[config.mk]
export PLATFORM = sky130hd
export DESIGN_NAME = hmf_mode_track
export DESIGN_NICKNAME = d
export VERILOG_FILES = /design/src/rtl/hmf_pkg.sv /design/src/rtl/hmf_mode_track.sv
export SDC_FILE = /design/constraint.sdc
export NUM_CORES = 1
export LEC_CHECK = 0
export BUFFER_PORTS_ARGS = -buffer_cell sky130_fd_sc_hd__buf_2
export CORE_ASPECT_RATIO = 0.75
export CORE_MARGIN = 5
export CORE_UTILIZATION = 23
export CTS_CLUSTER_SIZE = 30
export DETAILED_ROUTE_END_ITERATION = 8
export GPL_ROUTABILITY_DRIVEN = 0
export SLEW_MARGIN = 20
export SYNTH_ARGS = -nofsm -noshare
export SYNTH_HDL_FRONTEND = slang
export SYNTH_SLANG_ARGS = --single-unit
[constraint.sdc]
create_clock -name clk -period 2.4 [get_ports clk]
set_input_delay 0.24 -clock clk [delete_from_list [all_inputs] [get_ports clk]]
set_output_delay 0.24 -clock clk [all_outputs]
set_load 0.02 [all_outputs]
[src/rtl/hmf_pkg.sv]
// Shared types and constants for the histogram mode finder.
// Used by hmf_mode_track and histogram_mode_finder; no dependencies of its own.
`timescale 1ns / 1ps
`default_nettype none

package hmf_pkg;

	// Width of the set tag kept with every histogram entry. Tag zero marks a cleared entry.
	localparam int EPOCH_BITS = 8;

	typedef logic [EPOCH_BITS-1:0] epoch_t;

	localparam epoch_t EPOCH_FIRST = epoch_t'(1);
	localparam epoch_t EPOCH_MAX   = {EPOCH_BITS{1'b1}};
	localparam epoch_t EPOCH_CLEAR = epoch_t'(0);

	typedef enum logic [1:0] {
		ST_SWEEP = 2'b01,
		ST_RUN   = 2'b10
	} hmf_state_t;

	// Control of the update stage for one cycle.
	typedef struct packed {
		logic upd;   // the stage item advances this cycle
		logic elem;  // the item carries an element
		logic last;  // the item closes the set
	} hmf_step_t;

endpackage

`default_nettype wire

[src/rtl/hmf_mode_track.sv]
// Running best value and best count of the current set.
// Depends on hmf_pkg for the step control struct.
`timescale 1ns / 1ps
`default_nettype none

module hmf_mode_track #(
	parameter int VALUE_BITS = 8,
	parameter int COUNT_BITS = 16
) (
	input  logic                         clk,
	input  logic                         arst_n,
	input  hmf_pkg::hmf_step_t           step,
	input  logic signed [VALUE_BITS-1:0] value,
	input  logic        [COUNT_BITS-1:0] count,
	output logic signed [VALUE_BITS-1:0] res_value,
	output logic        [COUNT_BITS-1:0] res_count
);

	import hmf_pkg::*;

	logic signed [VALUE_BITS-1:0] best_value_q;
	logic        [COUNT_BITS-1:0] best_count_q;
	logic                         better;

	// Strict greater count, or an equal count with a smaller value, reproduces
	// an ascending scan that keeps the first maximum.
	assign better = step.elem &&
		((count > best_count_q) || ((count == best_count_q) && (value < best_value_q)));

	assign res_value = better ? value : best_value_q;
	assign res_count = better ? count : best_count_q;

	always_ff @(posedge clk or negedge arst_n) begin
		if (!arst_n) begin
			best_value_q <= '0;
			best_count_q <= '0;
		end else if (step.upd) begin
			if (step.last) begin
				best_value_q <= '0;
				best_count_q <= '0;
			end else begin
				best_value_q <= res_value;
				best_count_q <= res_count;
			end
		end
	end

endmodule

`default_nettype wire

# Word level (Yosys, flattened, before mapping)
# Index checks and enable logic that the tools add are counted.
# W data, S select, Z words.
# totals
reg_bits	24
latch_bits	0
mem_bits_rw	0
rom_bits	0
input_bits	29
out_inout_bits	24
wordCells	12
memories	0
# classes
addsub	0
multipliers	0
div_mod_pow	0
magnitude_cmp	2
n_eq_ne	1
shifts	0
mux	4
n_bitwise	0
reduce_logical	3
# op_table
op	count
$mux W16	2
$eq A16 B16 Y1	1
$gt A16 B16 Y1	1
$mux W8	2
$lt A8 B8 Y1	1
$logic_and A1 B1 Y1	2
$logic_or A1 B1 Y1	1

# Depth between registers and ports, before layout
# Gate-level depths: netlist of the first run.
# depth
word_depth	6
mapped_depth	11

# Worst setup path after synthesis of the first run
# OpenSTA, ideal clock, no wires.
# synth_path
path_kind	reg-to-output
startpoint	reg best_value_q[1]
endpoint	out res_count[0]
arrival_time_ns	2.209
t_required_ns	2.160
slack_ns	-0.049
stages_incl_launch_ff	10
path_buffers	2
path_cell_list	dfrtp_1 inv_1 ha_1 a2111oi_2 o21bai_1 a31oi_1 o221ai_2 buf_4 buf_6 o21ai_0
# synth_via
elab_chain_cells	5
# synth_lines
element	line	rtl
from (decl)	hmf_mode_track.sv:21	logic signed [VALUE_BITS-1:0] best_value_q;
from (signal assigned)	hmf_mode_track.sv:42	best_value_q <= res_value;
$lt A8 B8 Y1	hmf_mode_track.sv:28	((count > best_count_q) || ((count == best_count_q) && (value < best_value_q)));
$logic_and A1 B1 Y1	hmf_mode_track.sv:28	
$logic_or A1 B1 Y1	hmf_mode_track.sv:28	
$logic_and A1 B1 Y1	hmf_mode_track.sv:27	assign better = step.elem &&
$mux W16	hmf_mode_track.sv:31	assign res_count = better ? count : best_count_q;
to (decl)	hmf_mode_track.sv:16	output logic [COUNT_BITS-1:0] res_count
# Every way passes these cells.

# Worst setup path after layout of the first run
# layout_path
startpoint	reg best_count_q[1]
endpoint	out res_value[7]
# layout_via
elab_chain_cells	5
word_cells_on_any_way	6
# layout_lines
element	line	rtl
from (decl)	hmf_mode_track.sv:22	logic [COUNT_BITS-1:0] best_count_q;
from (signal assigned)	hmf_mode_track.sv:43	best_count_q <= res_count;
branches (longest 2 deep; another with $gt A16 B16 Y1)	--	
$logic_or A1 B1 Y1 *	hmf_mode_track.sv:28	
$logic_and A1 B1 Y1 *	hmf_mode_track.sv:27	
$mux W8 *	hmf_mode_track.sv:30	assign res_value = better ? value : best_value_q;
to (decl)	hmf_mode_track.sv:15	output logic signed [VALUE_BITS-1:0] res_value,
# Mark *: on every way between the ends.

==> results.tsv, run 1 <==
metric	value	unit
relative slew slack	59.67	%
layout cells sized above 1	53.99	%
htree depth	1	
core box area	7466	sq um
Worst Hold Class	in2reg	
clk buf depth	2	
initial core utilization	24.07	%
Synth Area per Inst	10.63	sq um
Port Buffers	52	
number of cell rows	27	
Filler cells	740	
RSZ-0062 raised after global routing	true	
final worst slack	-0.4366	ns
Max IR drop VDD	0.0002529	V
worst path arrival time	2.60	ns
Fin Setup TNS	-14.81	ns
worst path cell trace	inv_2 -> ha_4 -> nor2b_4 -> o211ai_1 -> a21oi_1 -> o31a_1 -> o221ai_4 -> buf_6 -> buf_12 -> mux2_2 -> buf_6	
hold endpoint	best_count_q[9]	
Worst Hold Depth	2	
Clk network pwr share	15.0	%
RR Endpoint	best_value_q[7]	
Seq cells post-synth	24	
design area	2994	sq um
XOR/XNOR share of the synthesized area	0	%
Via density	4.610	
antenna violations before repair	0	
Max Cap Viol	0	
largest family of logic cells by synthesized area	compound AO/OA/AOI/OAI gates	
most frequent cells in the layout	buf_6, buf_4, buf_2	
largest net degree at the start of global routing	25	
Clock Pin Slew Worst Setup and Hold Paths	0.09	ns
post-synthesis adder-cell area fraction	16.02	%
worst reg2reg path startpoint	best_value_q[1]	
Warnings, synthesis	0	
Reg power frac	28.3	%
Layout area overhead	66.64	%
hold slack	0.2316	ns
mux contribution to synthesized area	15.67	%
clock sinks	24	
CTS Buf Count	3	
flop2flop setup slack	-0.26	ns
CTS tree	yes	
failing checks	setup timing	
Critical Path Source	best_count_q[1]	
Root Buffer	clkbuf_8	
pre-CTS WS	-0.1701	ns
Simple-Gate Fraction of Synth Area	7.173	%
Storage cell area	600.6	sq um
combinational power share	56.7	%
status	complete, but fails checks	
Final Cycle Share	118.2	%
Unique masters post-synth	32	
Crit Path Max Fanout	7	
Die ar.	9698	sq um
Skew-Pair Late Insertion Delay	0.27	ns
# setup viols final	47	
Max Fclk	352.5	MHz
worst reg2reg path depth	14	
PD cells	566.5	nW/um^2
P_int	1.104	mW
Synthesized Nets	221	
die height	86.55	um
Pwr Total	1.696	mW
wire per inst	15.86	um
crit end category	primary output	
Psw	0.5924	mW
Leakage Power	1.447	nW
hold_sp	count[9]	
worst-margin pin slew	0.6050	ns
ant diodes	0	
slowest CP cell	dfrtp_1	
Setup CP Type	reg2out	
post-layout min period	2.837	ns
Die W	112.1	um
CP required	2.16	ns
dpl cell area	2409	sq um
crit start category	register	
vias in the first global route	1614	
DRT Wirelength	5772	um
Synth Instances	169	
Hold Fails Final Rpt	0	
GRT overflow	0	
vias after detailed routing	1678	
Pre-antenna DRT Iters	4	
multi-input logic area	1246	sq um
DR DRC count	0	
ANT nets after route	0	
cell mode on critical path	buf_6	
register area share after synthesis	33.43	%
Mapped Area	1797	sq um
Final Skew	0.002709	ns
Worst path max stage delay	0.40	ns
Net count, final	317	
Sw Ratio	34.92	%
I/O pin cnt	53	
Synth Area in Compound Gates	19.99	%
Detail Placement HPWL	3660	um
GRT Total Usage	10.08	%
Iter 0 DRT Violations	62	
Final Slew Violations	0	
first-pass GRT wire length	7859	um
-- worst max-delay path: cells and delay by family, from the launching register on --
kind                     cells  cell delay, ns
AO/OA/AOI/OAI                4            0.77
buffers and inverters        4            0.48
flip-flops                   1            0.40
multiplexers                 1            0.35
adder cells (fa/ha/maj)      1            0.19
AND/OR/NAND/NOR              1            0.12
-- Yosys cell counts --
library cell,count,area (sq um)
buf_4,3,22.52
a2111oi_2,1,15.01
o31a_1,1,8.760
mux2_2,17,191.4
buf_2,3,15.01
a211oi_1,1,7.510
nor2_1,3,11.26
a31oi_1,1,6.260
o221ai_2,1,15.01
nand3_1,4,20.02
nor2b_1,3,18.77
a21boi_0,1,7.510
o211ai_1,1,7.510
ha_1,23,287.8
a21oi_1,4,20.02
o221ai_1,1,8.760
dfrtp_1,24,600.6
nor3_1,4,20.02
a21o_1,2,15.01
nand2b_1,1,6.260
nand4_1,4,25.02
nand2_1,4,15.01
a311o_1,1,10.01
o21ai_0,4,20.02
buf_6,1,11.26
inv_1,24,90.09
o21a_1,1,7.510
o21bai_1,1,7.510
a22o_1,22,192.7
mux2_4,6,90.09
a21bo_2,1,10.01
nor3b_2,1,12.51
-- timing repair --
action	in CTS	in global routing
cloned	0	6
buffers inserted	2	8
hold buffers	1	0
hold endpoints to repair	24	0
resized for setup	15	73
pin swaps	0	28
endpoints found under the setup margin	46	47
-- registers in the layout, summed over array words and instances (netlist names) --
name	cells
best_value_q	8
best_count_q	16
-- power by group through the flow --
stage	sequential (mW)	combinational, mW	clock [mW]
after floorplan	0.486	0.420	0
after global placement	0.486	0.678	0
after detailed placement	0.487	0.683	0
after CTS	0.479	0.727	0.261
after global routing	0.488	1.03	0.273
final	0.480	0.962	0.254
-- stage by stage --
stage	cells	utilization, %
6_report	364	40.10
2_1_floorplan	169	-
5_1_grt	364	40.10
3_5_place_dp	345	32.26
4_1_cts	351	33.84
3_3_place_gp	345	32.26
-- worst max-delay path by stage --
stage                       end  slack (ns)  depth (start not counted)
6_report           res_value[7]       -0.44                         11
5_1_grt            res_count[9]       -0.55                         11
3_5_place_dp   best_count_q[10]       -0.17                         10
4_1_cts            res_value[7]       -0.45                         10
3_3_place_gp       res_count[5]       -0.17                         10
2_1_floorplan     res_count[10]        0.02                          9
-- routing by layer --
layer  vias up  share of wire (%)  GRT usage, %
met4         0                1.1         1.965
met2        37                 47         17.19
li1        817                  -             -
met1       818                 46         12.40
met5         -                  0             0
met3         6                5.7         3.699
-- final cells by class --
type | instances | share of cell area, %
multi-input cells | 116 | 41.62
repair buffers | 96 | 29.71
flip-flops and latches | 24 | 20.06
well taps | 101 | 4.221
inverters | 24 | 3.009
clock buffers | 3 | 1.379
-- cell families after synthesis --
kind of cell / Yosys count
AO/OA/AOI/OAI: 44
buffers and inverters: 31
AND/OR/NAND/NOR: 24
flip-flops: 24
multiplexers: 23
adder cells (fa/ha/maj): 23
Note: power is estimated with default switching activity, not from simulation.
==> inputs of run 2 (changes only) <==
--- a/config.mk
+++ b/config.mk
@@ -12,6 +12,7 @@
 export CTS_CLUSTER_SIZE = 30
 export DETAILED_ROUTE_END_ITERATION = 8
 export GPL_ROUTABILITY_DRIVEN = 0
+export SKIP_LAST_GASP = 1
 export SLEW_MARGIN = 20
 export SYNTH_ARGS = -nofsm -noshare
 export SYNTH_HDL_FRONTEND = slang
==> constraint.sdc (replaced) <==
create_clock -name clk -period 2.85 [get_ports clk]
set_input_delay 0.285 -clock clk [delete_from_list [all_inputs] [get_ports clk]]
set_output_delay 0.285 -clock clk [all_outputs]
set_load 0.02 [all_outputs]
==> run 2 against run 1 <==
Against the previous run:
- the run ends with hold timing, setup timing left
- flip-flop and latch count stayed put
- total power down 21%
- clock-buffer cell count unchanged
- setup slack gained 0.42 ns
- highest routed layer is now met5
==> results.tsv, run 2 (same netlist as run 1, synthesis figures left out) <==
metric	value	unit	change
biggest regs	best_count_q: 16 flops, best_value_q: 8 flops		
Pre-antenna DRT Iters	4		unchanged
DR DRC count	0		unchanged
relative slew slack	62.13	%	+2.5 points
most frequent cells in the layout	buf_2, dfrtp_1, inv_1, a22o_1, ha_1		
Clk network pwr share	22.9	%	+7.9 points
most common cell after layout, fill and taps aside	buf_2		
Skew-Pair Late Insertion Delay	0.27	ns	about the same
worst-margin pin slew	0.5680	ns	-0.03702 ns
wire per inst	14.28	um	-9.9%
combinational power share	46.3	%	-10 points
initial core utilization	24.07	%	unchanged
P_int	0.8834	mW	-20%
Post-Layout Cell Count	338		-7.1%
status	complete, but fails checks		
Sw Ratio	33.70	%	-1.2 points
Iter 0 DRT Violations	39		-37%
I/O pin cnt	53		unchanged
crit start category	register		
Detail Placement HPWL	3521	um	-3.8%
Net count, final	290		-8.5%
CTS tree	yes		
Port Buffers	52		unchanged
Filler cells	754		+1.9%
clock sinks	24		unchanged
Die ar.	9698	sq um	unchanged
dpl cell area	2196	sq um	-8.8%
DRT Wirelength	4828	um	-16%
pre-CTS WS	0.2058	ns	+0.3760 ns
layout cells sized above 1	48.95	%	-5.0 points
Worst path max stage delay	0.38	ns	-0.02 ns
die height	86.55	um	unchanged
Placed Cells	320		-7.2%
flop2flop setup slack	0.14	ns	+0.40 ns
Max Fclk	348.7	MHz	
Setup CP Type	reg2out		
first-pass GRT wire length	7596	um	-3.3%
vias after detailed routing	1519		-9.5%
RSZ-0062 raised after global routing	true		
cell mode on critical path	buf_4		
Worst Hold Class	in2async		
Max Cap Viol	0		unchanged
slowest CP cell	dfrtp_1		
Final Skew	0.01057	ns	+0.007861 ns
worst reg2reg path startpoint	best_count_q[7]		
Hold Fails Final Rpt	13		+13
Leakage Power	1.237	nW	-14%
largest net degree at the start of global routing	25		unchanged
worst reg2reg path depth	14		unchanged
CP required	2.57	ns	+0.41 ns
crit end category	primary output		
Post-CTS Hold Fix Bufs	0		-1
Pwr Total	1.332	mW	-21%
number of flip-flops in the largest register	16		unchanged
Root Buffer	clkbuf_8		
Final Slew Violations	0		unchanged
worst path arrival time	2.58	ns	-0.02 ns
PD cells	520.7	nW/um^2	-8.1%
antenna violations before repair	1		+1
design area	2559	sq um	-15%
final worst slack	-0.01797	ns	+0.4186 ns
Layout area overhead	42.41	%	
ant diodes	0		unchanged
Crit Path Max Fanout	6		-1
vias in the first global route	1550		-4.0%
CTS Buf Count	3		unchanged
ANT nets after route	0		unchanged
Biggest register	best_count_q		
RR Endpoint	best_value_q[3]		
clk buf depth	2		unchanged
Reg power frac	30.8	%	+2.5 points
GRT Total Usage	9.572	%	-0.51 points
worst path cell trace	inv_2 -> ha_4 -> nand4_1 -> buf_4 -> nor3_2 -> nand2_1 -> o221ai_4 -> buf_4 -> mux2_2 -> buf_2		
Clock Pin Slew Worst Setup and Hold Paths	0.10	ns	about the same
htree depth	1		unchanged
post-layout min period	2.868	ns	
Die W	112.1	um	unchanged
number of cell rows	27		unchanged
Via density	4.494		-2.5%
hold slack	-0.009703	ns	-0.2413 ns
# setup viols final	6		-87%
GRT overflow	0		unchanged
failing checks	hold timing, setup timing		
Max IR drop VDD	0.0002271	V	-10%
Psw	0.4489	mW	-24%
core box area	7466	sq um	unchanged
Final Cycle Share	100.6	%	
==> run 2: cell types whose count changed in the layout (fill, tap and decap cells not counted), sizes merged <==
cell,before,now
bufinv,0,1
clkbuf,7,3
dlygate4sd3,1,0
a21bo,3,1
buf,91,71
==> run 2: worst max-delay path by stage <==
stage	slack [ns]	from	cells past startpoint	end
after global routing	-0.16	best_count_q[4]	10	res_count[8]
after CTS	-0.05	best_count_q[1]	10	res_count[6]
after floorplan	0.36	best_value_q[1]	9	res_count[0]
after detailed placement	0.21	count[1]	10	res_count[15]
after global placement	0.23	count[1]	10	res_count[9]
final	-0.02	best_count_q[7]	10	res_count[6]
==> run 2: cell type report <==
| class | count | area (sq um) | area share (%) |
|---|---|---|---|
| sequential | 24 | 600.6 | 23.47 |
| clock buffer | 3 | 41.29 | 1.614 |
| tap | 101 | 126.4 | 4.939 |
| timing repair buffer | 71 | 491.7 | 19.22 |
| clock inverter | 1 | 30.03 | 1.174 |
| inverter | 24 | 90.09 | 3.521 |
| multi-input combinational | 114 | 1179 | 46.06 |
==> run 2: what timing repair did <==
action / CTS / global route
pin swaps: 5 / 3
setup buffers: 8 / 6
gates cloned: 1 / 0
endpoints found under the setup margin: 23 / 46
endpoints found under the hold margin: 0 / 0
resized for setup: 7 / 30
==> run 2: through the flow <==
step | setup TNS [ns] | util, %
global route | -2.671 | 34.27
detailed placement | 0 | 29.41
global placement | 0 | 29.41
finish | -0.1017 | 34.27
CTS | -0.5743 | 32.13
floorplan | 0 | -
==> run 2: power by group through the flow <==
stage          registers (mW)  logic, mW  clock network, mW
3_5_place_dp            0.419      0.500                  0
4_1_cts                 0.410      0.568              0.314
2_1_floorplan           0.409      0.351                  0
3_3_place_gp            0.419      0.497                  0
6_report                0.411      0.617              0.305
5_1_grt                 0.417      0.674              0.324
==> run 2: routing by layer <==
metal / vias to the layer above / share of wire [%] / track usage, %
met5: - / 0.27 / 0
met4: 2 / 0.77 / 0.6550
met3: 6 / 6.4 / 3.140
met2: 39 / 46 / 15.83
met1: 713 / 47 / 12.84
li1: 759 / - / -
==> run 2: critical path, delay by kind of cell, from the launching register on <==
family	cells	cell delay [ns]
AND/OR/NAND/NOR	3	0.42
AO/OA/AOI/OAI	1	0.29
flip-flops	1	0.38
multiplexers	1	0.33
buffers and inverters	4	0.62
adder cells (fa/ha/maj)	1	0.26
==> inputs of run 3 (changes only) <==
--- a/config.mk
+++ b/config.mk
@@ -12,6 +12,7 @@
 export CTS_CLUSTER_SIZE = 30
 export DETAILED_ROUTE_END_ITERATION = 8
 export GPL_ROUTABILITY_DRIVEN = 0
+export PLACE_DENSITY_LB_ADDON = 0.1
 export SKIP_LAST_GASP = 1
 export SLEW_MARGIN = 20
 export SYNTH_ARGS = -nofsm -noshare
==> run 3 against run 2 <==
Against the previous run:
- largest power group unchanged
- design area is 5.6% higher
- critical path type unchanged
- total power is 6.7% higher
- the run still ends with hold timing, setup timing left
- largest cell class unchanged
- non-clock buffer count is 3 lower
- register-to-register slack better by 0.11 ns
- critical path depth is 1 higher
- hold slack better by 0.0021 ns
- clock skew is 0.00060 ns higher
- flip-flop and latch count stayed put
==> results.tsv, run 3 (same netlist as run 1, synthesis figures left out) <==
metric	value	unit	change
status	complete, but fails checks		
failing checks	hold timing, setup timing		
die height	86.55	um	unchanged
core box area	7466	sq um	unchanged
Net count, final	287		-1.0%
Setup CP Type	reg2out		
Final Cycle Share	102.5	%	+1.9 points
Root Buffer	clkbuf_8		
dpl cell area	2196	sq um	unchanged
relative slew slack	61.54	%	-0.60 points
P_int	0.9464	mW	+7.1%
biggest regs	best_count_q: 16 flops, best_value_q: 8 flops		
Pwr Total	1.422	mW	+6.7%
Port Buffers	52		unchanged
Max Fclk	342.3	MHz	-1.8%
# setup viols final	23		+17
Max IR drop VDD	0.0002325	V	+2.4%
Crit Path Max Fanout	7		+1
CTS Buf Count	3		unchanged
Psw	0.4755	mW	+5.9%
design area	2701	sq um	+5.6%
CTS tree	yes		
Leakage Power	1.292	nW	+4.5%
Worst Hold Class	in2async		
antenna violations before repair	0		-1
Filler cells	777		+3.1%
ant diodes	0		unchanged
crit start category	register		
Skew-Pair Late Insertion Delay	0.28	ns	about the same
Layout area overhead	50.35	%	
Die W	112.1	um	unchanged
slowest CP cell	dfrtp_1		
Iter 0 DRT Violations	28		-28%
combinational power share	49.1	%	+2.8 points
CP required	2.57	ns	about the same
initial core utilization	24.07	%	unchanged
Post-CTS Hold Fix Bufs	0		unchanged
cell mode on critical path	buf_6		
Detail Placement HPWL	3570	um	+1.4%
worst-margin pin slew	0.5770	ns	+0.008982 ns
multi-input logic area	1251	sq um	+6.2%
Clk network pwr share	21.9	%	-1.0 points
PD cells	526.4	nW/um^2	+1.1%
Pre-antenna DRT Iters	4		unchanged
first-pass GRT wire length	7948	um	+4.6%
clock sinks	24		unchanged
vias after detailed routing	1489		-2.0%
Die ar.	9698	sq um	unchanged
wire per inst	15.01	um	+5.1%
final worst slack	-0.07150	ns	-0.05354 ns
Max Cap Viol	0		unchanged
most frequent cells in the layout	buf_2, dfrtp_1, mux2_4		
Worst path max stage delay	0.39	ns	about the same
number of flip-flops in the largest register	16		unchanged
Via density	4.445		-1.1%
hold slack	-0.007617	ns	+0.002086 ns
Hold Fails Final Rpt	14		+1
largest net degree at the start of global routing	25		unchanged
crit end category	primary output		
most common cell after layout, fill and taps aside	buf_2		
DR DRC count	0		unchanged
GRT Total Usage	10.26	%	+0.69 points
Storage cell area	600.6	sq um	unchanged
Sw Ratio	33.44	%	-0.25 points
worst path arrival time	2.64	ns	+0.06 ns
Reg power frac	29.0	%	-1.8 points
RSZ-0062 raised after global routing	true		
number of cell rows	27		unchanged
clk buf depth	2		unchanged
I/O pin cnt	53		unchanged
htree depth	1		unchanged
GRT overflow	0		unchanged
Final Skew	0.01117	ns	+0.0005988 ns
vias in the first global route	1552		+0.13%
Clock Pin Slew Worst Setup and Hold Paths	0.10	ns	about the same
post-layout min period	2.922	ns	+0.05354 ns
layout cells sized above 1	50.85	%	+1.9 points
worst path cell trace	inv_2 -> ha_4 -> nor2b_4 -> o211ai_1 -> a21oi_1 -> o31a_1 -> o221ai_4 -> buf_6 -> buf_8 -> mux2_4 -> buf_6		
Final Slew Violations	0		unchanged
DRT Wirelength	5027	um	+4.1%
Biggest register	best_count_q		
ANT nets after route	0		unchanged
[run 3: through the flow]
| step | instances | hold slack (ns) | setup slack, ns | setup TNS [ns] | utilization [%] |
|---|---|---|---|---|---|
| 4_1_cts | 331 | 0.01524 | -0.04931 | -0.4610 | 32.19 |
| 6_report | 335 | -0.007617 | -0.07150 | -1.136 | 36.18 |
| 5_1_grt | 335 | 0.03121 | -0.1768 | -3.590 | 36.18 |
| 3_5_place_dp | 320 | 0.3262 | 0.2059 | 0 | 29.41 |
| 2_1_floorplan | 169 | -0.01059 | 0.3556 | 0 | - |
| 3_3_place_gp | 320 | 0.3259 | 0.1761 | 0 | 29.41 |
[run 3: path summary, 6_finish.rpt]
kind                            startpoint               to  slack, ns  cells past startpoint
max                        best_count_q[1]     res_count[7]      -0.07                     11
min                                 arst_n  best_value_q[4]     -0.008                      1
max reg2reg                best_count_q[1]  best_value_q[2]       0.25                     10
min reg2reg                best_count_q[4]  best_count_q[4]       0.53                      1
max in group asynchronous           arst_n  best_count_q[6]       2.47                      1
min in group clk                  value[0]  best_value_q[0]       0.25                      2
[run 3: power by group through the flow]
stage,clock [mW],sequential (mW),combinational [mW]
finish,0.312,0.412,0.698
floorplan,0,0.409,0.351
CTS,0.324,0.410,0.575
global placement,0,0.420,0.507
detailed placement,0,0.418,0.503
global route,0.339,0.418,0.762
[run 3: final cells by class]
class	instances	share of cell area, %
repair buffers	68	20.80
multi-input cells	114	46.32
flip-flops and latches	24	22.23
clock buffers	3	1.528
inverters	24	3.335
clock inverters	1	1.112
well taps	101	4.678
[run 3: routing by layer]
| metal | share of wire (%) | track usage [%] | wire length (um) | vias to the layer above |
|---|---|---|---|---|
| met5 | 0 | 0 | 0 | - |
| met4 | 0.48 | 1.310 | 24 | 0 |
| met3 | 3.7 | 2.722 | 185 | 2 |
| met2 | 42 | 15.72 | 2134 | 26 |
| met1 | 53 | 14.89 | 2682 | 711 |
| li1 | - | - | - | 750 |
[run 3: what timing repair did]
| action | 4_1_cts | 5_1_grt |
|---|---|---|
| gates cloned | 2 | 0 |
| endpoints found under the hold margin | 0 | 0 |
| setup buffers | 5 | 5 |
| pin swaps | 3 | 9 |
| setup endpoints to repair | 23 | 44 |
| gates resized for setup | 10 | 73 |
[run 3: worst max-delay path: cells and delay by family, from the launching register on]
family | cells | cell delay, ns
buffers and inverters | 4 | 0.49
muxes | 1 | 0.31
DFF | 1 | 0.39
and+or+nand+nor | 1 | 0.12
AOI/OAI and AO/OA | 4 | 0.85
adders and majority gates | 1 | 0.20
